===== config.mk =====
export PLATFORM = sky130hd
export DESIGN_NAME = header_tail_frame_deframer
export DESIGN_NICKNAME = d
export VERILOG_FILES = /design/src/hdl/hdtf_pkg.sv /design/src/hdl/hdtf_track.sv /design/src/hdl/hdtf_outreg.sv /design/src/hdl/header_tail_frame_deframer.sv
export SDC_FILE = /design/constraint.sdc
export NUM_CORES = 1
export LEC_CHECK = 0
export BUFFER_PORTS_ARGS = -buffer_cell sky130_fd_sc_hd__buf_2
export CAP_MARGIN = 20
export CORE_MARGIN = 1
export CORE_UTILIZATION = 55
export CTS_BUF_LIST = sky130_fd_sc_hd__clkbuf_4 sky130_fd_sc_hd__clkbuf_8 sky130_fd_sc_hd__clkbuf_16
export DETAILED_ROUTE_END_ITERATION = 6
export PLACE_DENSITY = 0.74
export SETUP_SLACK_MARGIN = 0.05
export SLEW_MARGIN = 20
export SYNTH_ARGS = -nofsm -noshare
export SYNTH_HDL_FRONTEND = slang
export SYNTH_SLANG_ARGS = --single-unit

===== constraint.sdc =====
create_clock -name clk -period 5.2 [get_ports clk]
set_input_delay 0.52 -clock clk [delete_from_list [all_inputs] [get_ports clk]]
set_output_delay 0.52 -clock clk [all_outputs]
set_load 0.02 [all_outputs]

===== src/hdl/hdtf_pkg.sv =====
// hdtf_pkg: shared constants and types for the header/tail frame deframer.
// No dependencies; used by hdtf_track, hdtf_outreg and header_tail_frame_deframer.
package hdtf_pkg;

    localparam logic [7:0]  HEADER_BYTE = 8'h7E;
    localparam logic [31:0] TAIL_WORD   = 32'hFFFC_FFFF;
    // 8-bit sum of the four tail bytes
    localparam logic [7:0]  TAIL_SUM    = 8'hF9;
    localparam int unsigned MIN_FRAME   = 9;
    localparam int unsigned FUNC_OFFSET = 3;

    // configuration register indexes
    localparam logic REG_MAX_FRAME_LEN = 1'b0;
    localparam logic REG_COMMAND_ID    = 1'b1;

    typedef struct packed {
        logic checksum_ok;
        logic command_ok;
        logic too_short;
        logic overflowed;
    } flags_t;

endpackage


===== src/hdl/hdtf_track.sv =====
// hdtf_track: per-frame state (count, tail window, running sum, function byte)
// and end-of-frame status. Depends on hdtf_pkg.
module hdtf_track #(
    parameter int LEN_BITS = 12
) (
    input  logic                clk,
    input  logic                rst_n,
    input  logic                step,
    input  logic [7:0]          byte_in,
    input  logic [LEN_BITS-1:0] max_len,
    input  logic [7:0]          cmd_id,
    output logic                hit,
    output logic [LEN_BITS-1:0] res_len,
    output hdtf_pkg::flags_t    res_flags,
    output logic                hunting
);

    logic [LEN_BITS-1:0] cnt_reg, cnt_next;
    logic [31:0]         win_reg, win_next;
    logic [7:0]          sum_reg, sum_next;
    logic [7:0]          fb_reg, fb_next;
    logic                ovf_reg, ovf_next;

    logic [LEN_BITS-1:0] limit;
    logic [7:0]          prior;
    logic [7:0]          calc;
    logic                drop;
    logic                shortf;

    always_comb
    begin
        limit    = (max_len == '0) ? LEN_BITS'(1) : max_len;
        drop     = (cnt_reg == '0) && (byte_in != hdtf_pkg::HEADER_BYTE);
        cnt_next = cnt_reg;
        fb_next  = fb_reg;
        ovf_next = ovf_reg;
        sum_next = sum_reg;
        if (cnt_reg < limit)
        begin
            if (cnt_reg == LEN_BITS'(hdtf_pkg::FUNC_OFFSET))
            begin
                fb_next = byte_in;
            end
            cnt_next = cnt_reg + LEN_BITS'(1);
        end
        else
        begin
            ovf_next = 1'b1;
        end
        if (cnt_reg >= LEN_BITS'(hdtf_pkg::FUNC_OFFSET))
        begin
            sum_next = sum_reg + byte_in;
        end
        prior    = win_reg[31:24];
        win_next = {win_reg[23:0], byte_in};

        hit    = step && !drop && (win_next == hdtf_pkg::TAIL_WORD);
        shortf = cnt_next < LEN_BITS'(hdtf_pkg::MIN_FRAME);
        // checksum byte sits just ahead of the tail; strip it and the tail from the sum
        calc   = sum_next - prior - hdtf_pkg::TAIL_SUM;

        res_len               = cnt_next;
        res_flags.too_short   = shortf;
        res_flags.overflowed  = ovf_next;
        res_flags.checksum_ok = !shortf && !ovf_next && (calc == prior);
        res_flags.command_ok  = !shortf && (fb_next == cmd_id);
    end

    assign hunting = (cnt_reg == '0);

    always_ff @(posedge clk or negedge rst_n)
    begin
        if (!rst_n)
        begin
            cnt_reg <= '0;
            win_reg <= '0;
            sum_reg <= '0;
            fb_reg  <= '0;
            ovf_reg <= 1'b0;
        end
        else if (step && !drop)
        begin
            if (hit)
            begin
                cnt_reg <= '0;
                win_reg <= '0;
                sum_reg <= '0;
                fb_reg  <= '0;
                ovf_reg <= 1'b0;
            end
            else
            begin
                cnt_reg <= cnt_next;
                win_reg <= win_next;
                sum_reg <= sum_next;
                fb_reg  <= fb_next;
                ovf_reg <= ovf_next;
            end
        end
    end

endmodule


===== src/hdl/hdtf_outreg.sv =====
// hdtf_outreg: result register for the status transfer, held while stalled.
// Depends on hdtf_pkg.
module hdtf_outreg #(
    parameter int LEN_BITS = 12
) (
    input  logic                clk,
    input  logic                rst_n,
    input  logic                load,
    input  logic [LEN_BITS-1:0] load_len,
    input  hdtf_pkg::flags_t    load_flags,
    input  logic                stall,
    output logic                ready,
    output logic                valid,
    output logic [LEN_BITS-1:0] len,
    output hdtf_pkg::flags_t    flags
);

    logic                valid_reg;
    logic [LEN_BITS-1:0] len_reg;
    hdtf_pkg::flags_t    flags_reg;

    assign ready = !valid_reg || !stall;

    always_ff @(posedge clk or negedge rst_n)
    begin
        if (!rst_n)
        begin
            valid_reg <= 1'b0;
        end
        else if (ready)
        begin
            valid_reg <= load;
        end
    end

    always_ff @(posedge clk)
    begin
        if (ready && load)
        begin
            len_reg   <= load_len;
            flags_reg <= load_flags;
        end
    end

    assign valid = valid_reg;
    assign len   = len_reg;
    assign flags = flags_reg;

endmodule


===== src/hdl/header_tail_frame_deframer.sv =====
// Header/tail byte-stream deframer with 8-bit additive checksum check.
// Throughput: one byte per cycle unless a held result blocks the input; a byte is registered, then processed.
// The tail byte passes the input register, then its status loads the result register and out_valid rises.
// Input stalls only while the input register is full and the result register is held.
// Reset (async, active low) returns to hunting, clears frame state, loads register defaults.
// Depends on hdtf_pkg, hdtf_track, hdtf_outreg.
module header_tail_frame_deframer #(
    parameter int LEN_BITS = 12
) (
    input  logic                clk,
    input  logic                rst_n,
    input  logic                cfg_we,
    input  logic                cfg_index,
    input  logic [LEN_BITS-1:0] cfg_data,
    input  logic                in_valid,
    output logic                in_stall,
    input  logic [7:0]          rx_byte,
    output logic                out_valid,
    input  logic                out_stall,
    output logic [LEN_BITS-1:0] frame_length,
    output logic                checksum_ok,
    output logic                command_ok,
    output logic                too_short,
    output logic                overflowed
);

    localparam int KEEP_BITS = (LEN_BITS < 12) ? LEN_BITS : 12;
    localparam logic [LEN_BITS-1:0] LEN_MASK = LEN_BITS'((1 << KEEP_BITS) - 1);
    localparam logic [LEN_BITS-1:0] LEN_RESET = LEN_BITS'(1500);

    logic [LEN_BITS-1:0] max_len_reg;
    logic [7:0]          cmd_id_reg;
    logic                s1_valid_reg;
    logic [7:0]          s1_byte_reg;

    logic                out_ready;
    logic                accept;
    logic                step;
    logic                hit;
    logic                hunting;
    logic [LEN_BITS-1:0] res_len;
    hdtf_pkg::flags_t    res_flags;
    hdtf_pkg::flags_t    out_flags;

    always_ff @(posedge clk or negedge rst_n)
    begin
        if (!rst_n)
        begin
            max_len_reg <= LEN_RESET & LEN_MASK;
            cmd_id_reg  <= 8'd1;
        end
        else if (cfg_we)
        begin
            case (cfg_index)
                hdtf_pkg::REG_MAX_FRAME_LEN: max_len_reg <= cfg_data & LEN_MASK;
                hdtf_pkg::REG_COMMAND_ID:    cmd_id_reg  <= cfg_data[7:0];
                default:                     cmd_id_reg  <= cmd_id_reg;
            endcase
        end
    end

    // input register stage
    assign step     = s1_valid_reg && out_ready;
    assign in_stall = s1_valid_reg && !out_ready;
    assign accept   = in_valid && !in_stall;

    always_ff @(posedge clk or negedge rst_n)
    begin
        if (!rst_n)
        begin
            s1_valid_reg <= 1'b0;
        end
        else if (accept)
        begin
            s1_valid_reg <= 1'b1;
        end
        else if (step)
        begin
            s1_valid_reg <= 1'b0;
        end
    end

    always_ff @(posedge clk)
    begin
        if (accept)
        begin
            s1_byte_reg <= rx_byte;
        end
    end

    hdtf_track #(
        .LEN_BITS (LEN_BITS)
    ) u_track (
        .clk       (clk),
        .rst_n     (rst_n),
        .step      (step),
        .byte_in   (s1_byte_reg),
        .max_len   (max_len_reg),
        .cmd_id    (cmd_id_reg),
        .hit       (hit),
        .res_len   (res_len),
        .res_flags (res_flags),
        .hunting   (hunting)
    );

    hdtf_outreg #(
        .LEN_BITS (LEN_BITS)
    ) u_outreg (
        .clk        (clk),
        .rst_n      (rst_n),
        .load       (hit),
        .load_len   (res_len),
        .load_flags (res_flags),
        .stall      (out_stall),
        .ready      (out_ready),
        .valid      (out_valid),
        .len        (frame_length),
        .flags      (out_flags)
    );

    assign checksum_ok = out_flags.checksum_ok;
    assign command_ok  = out_flags.command_ok;
    assign too_short   = out_flags.too_short;
    assign overflowed  = out_flags.overflowed;

    // input side only backs up when a result is being held
    a_stall_cause: assert property (@(posedge clk) disable iff (!rst_n)
        in_stall |-> (out_valid && out_stall))
        else $error("input stalled without a held result");

    // a short frame never reports a good checksum or command
    a_short_flags: assert property (@(posedge clk) disable iff (!rst_n)
        (out_valid && too_short) |-> (!checksum_ok && !command_ok))
        else $error("short frame with checksum_ok or command_ok set");

    a_ovf_cks: assert property (@(posedge clk) disable iff (!rst_n)
        (out_valid && overflowed) |-> !checksum_ok)
        else $error("overflowed frame with checksum_ok set");

    // frame state is cleared after the tail is seen
    a_clear: assert property (@(posedge clk) disable iff (!rst_n)
        hit |=> hunting)
        else $error("frame state not cleared after tail");

endmodule


==> impl_metrics.csv <==
group,metric,value,unit
yosys,synth_top_family_by_area,"simple AND/OR/NAND/NOR gates",
global_route,grt_pass1_wl,22800,um
yosys,synth_xor_area_share,5.48,%
clocking,cts-root-to-sink-buffers,2,
global_route,number_of_antenna_violations_at_the_first_check_in_global_routing,0,
clocking,cts.repair_timing.setup_buffer_count,0,
route,vias,4570,
yosys,synthesis.area_per_instance,9.87,um^2
yosys,synth-edff-count,24,
layout,layout_common_cells,"nand2_1, dfrtp_1, nand3_1, buf_2, inv_1",
global_route,grt_start_max_net_pins,83,
placement,detailedPlace.worstSlack,1070,ps
clocking,postCtsHoldBufs,0,
global_route,groute.usage.overall,26.8,%
layout,final_common_cell,"nand2_1",
global_route,first_global_vias,4566,
sta,finalCriticalPeriod,4170,ps
yosys,synth-seq-area-share,47.6,%
floorplan,die_h,105,um
worst_setup_path,timing.setup.critical_path_class,"reg2reg",
worst_setup_path,critPathMostFrequentCell,"a21o_1",
floorplan,floorplan.die.width,105,um
clocking,cts_tree,"built",
sta,fin_tns_setup,0,ps
route,drt_first_pass_iters,5,
pwr,totalPowerFinal,2.97,mW
worst_setup_path,worst_ep_required_time,5390,ps
clocking,clock_insertion_delay_worst_skew,390,ps
worst_setup_path,timing.critical_path.slowest_cell_delay,630,ps
worst_setup_path,worst_setup_path_end_kind,"flip-flop",
worst_hold_path,hp-class,"in2async",
yosys,ys.flop_type,"dfrtp_1",
sta,max_slew_margin,40.1,%
sta,tightest_slew,895,ps
pwr,pwrdens,466,mW/mm^2
worst_setup_path,critPathLaunch,"u_track.cnt_reg[9]",
layout,final_util,61.8,%
sta,final-max-slew-violation-count,0,
clocking,worst_setup_hold_path_clk_slew,100,ps
yosys,synthCells,592,
yosys,ys.warnings.count,0,
floorplan,overall_die_area,0.0110,mm^2
pwr,max-vdd-ir-drop,261,uV
route,detail_route.wirelength,13700,um
yosys,synth-compound-area-share,14.2,%
worst_setup_path,worst_path_dominant_cell_family,"simple AND/OR/NAND/NOR gates",
worst_setup_path,start_kind,"flip-flop",
yosys,post_synth_fa_ha_maj_area_fraction,7.75,%
status,result_of_the_run,"finished, final reports clean",
floorplan,initial_core_util,56.6,%
placement,place.gp.congestion,0.902,
clocking,cts_htree_levels,3,
clocking,cts.root.buffer_cell,"clkbuf_8",
global_route,globalRouteOverflowTotal,0,
yosys,synth_simple_gate_area_share,17.3,%
sta,setup-violations-final,0,
floorplan,fp.coreArea,0.0103,mm^2
sta,hold_slack,162,ps
layout,num-nets-final,687,
yosys,synth-async-reset-ratio,77.4,%
clocking,cts_buffers,9,
pwr,p_leak,2.88,nW
layout,antenna_cells,0,
worst_setup_path,cp.buffers_inverters,1,
sta,hold_violations,0,
worst_setup_path,critical_path_fanout_max,18,
floorplan,io_pins,44,
worst_setup_path,crit_arrival,4360,ps
sta,fin_skew,13.8,ps
layout,area_growth,9.25,%
yosys,post_synth_num_cell_types,56,
route,first_iter_violations,277,
worst_setup_path,rrSetupSlack,1030,ps
layout,largest_register_ff_count,31,
placement,dp_hpwl,9910,um
sta,fmax,240,MHz
placement,io_buffers,43,
sta,post-route-period-util,80.1,%
route,detail_route.wl_per_cell,17.9,um
sta,grt_setup_unrepaired,"false",
route,detail-route-antenna-nets,0,
floorplan,floorplan.rows,37,
worst_setup_path,launch_instance_of_the_worst_register_to_register_path,"u_track.cnt_reg[9]",
job,max-cap-violations,0,
worst_setup_path,worstPathCellList,"or4_1 > nor4_4 > buf_4 > mux2_2 > ha_1 > ha_1 > a21o_1 > a21o_1 > a21o_1 > a21oi_1 > xnor2_1 > or4_1 > a2111oi_2",
yosys,synth.mux.area_fraction,3.36,%
yosys,post_synth_instance_area,0.00584,mm^2
layout,n_fill_cell,851,
route,avgViaCountPerCell,5.96,
layout,layout-drive-gt1-share,15.4,%
clocking,cts_resized,0,
route,drc,0,
yosys,synth-seq-cells,106,
yosys,syn_nets,653,
sta,worst_case_setup_margin_in_the_final_layout,1030,ps
clocking,clock_sink_count,106,
worst_setup_path,worst_path_max_delay_cell,"or4_1",
==> through the flow <==
step,instance area [um^2],std cells
detailed placement,6170,751
global placement,6170,751
floorplan,5840,592
global route,6380,767
CTS,6370,767
finish,6380,767
==> cell families after synthesis <==
kind of cell / count (synthesis)
AOI/OAI and AO/OA: 122
muxes: 18
buffers and inverters: 64
DFF: 106
and+or+nand+nor: 212
xor gates and xnor gates: 35
adders and majority gates: 35
==> worst reg2reg max path, cell delays in order, from the launching register on <==
cell       delay (ps)
dfrtp_1           500
or4_1             630
nor4_4            160
buf_4             250
mux2_2            370
ha_1              200
ha_1              280
a21o_1            180
a21o_1            200
a21o_1            180
a21oi_1           180
xnor2_1            90
or4_1             540
a2111oi_2         210
==> final cells by class <==
| class | count | area (um^2) | share of cell area [%] |
|---|---|---|---|
| Clock inverter | 7 | 80.1 | 1.25 |
| Inverter | 39 | 146 | 2.29 |
| Sequential cell | 106 | 2780 | 43.6 |
| Timing Repair Buffer | 48 | 259 | 4.06 |
| Clock buffer | 9 | 124 | 1.94 |
| Multi-Input combinational cell | 422 | 2820 | 44.2 |
| Tap cell | 136 | 170 | 2.67 |
==> synthesized netlist by cell type (11+ instances only) <==
master	number	area share, %
nand3_1	42	3.6
xnor2_1	23	3.4
clkbuf_1	23	1.5
nand2_1	97	6.2
ha_1	33	7.1
nor2_1	16	1.0
o21ai_0	38	3.3
a21oi_1	17	1.5
dfrtp_1	74	32
a22o_1	15	2.2
nand4_1	13	1.4
inv_1	39	2.5
edfxtp_1	24	12
xor2_1	11	1.6
mux2_2	13	2.5
==> routing by layer <==
metal | GRT usage, % | vias to the layer above | routed length, um
li1 | - | 2191 | -
met1 | 33.3 | 2203 | 5890
met2 | 44.7 | 132 | 6700
met3 | 4.99 | 44 | 587
met4 | 13.9 | 0 | 574
met5 | 0 | - | 0
==> where the power goes <==
group          total (mW)  internal, mW  switching, mW
Combinational        1.32         0.626          0.699
Sequential           1.14         0.987          0.154
Clock               0.509         0.192          0.317
==> path summary, 6_finish.rpt <==
| kind | endpoint | depth (start not counted) |
|---|---|---|
| setup / recovery | u_outreg.flags[3] | 13 |
| max in group asynchronous | u_track.cnt_reg[1] | 1 |
| setup reg to reg | u_outreg.flags[3] | 13 |
| min in group clk | s1_byte_reg[4] | 1 |
| hold reg to reg | u_track.win_reg[23] | 2 |
| hold / removal | u_track.cnt_reg[8] | 1 |
(Power assumes the default switching activity.)
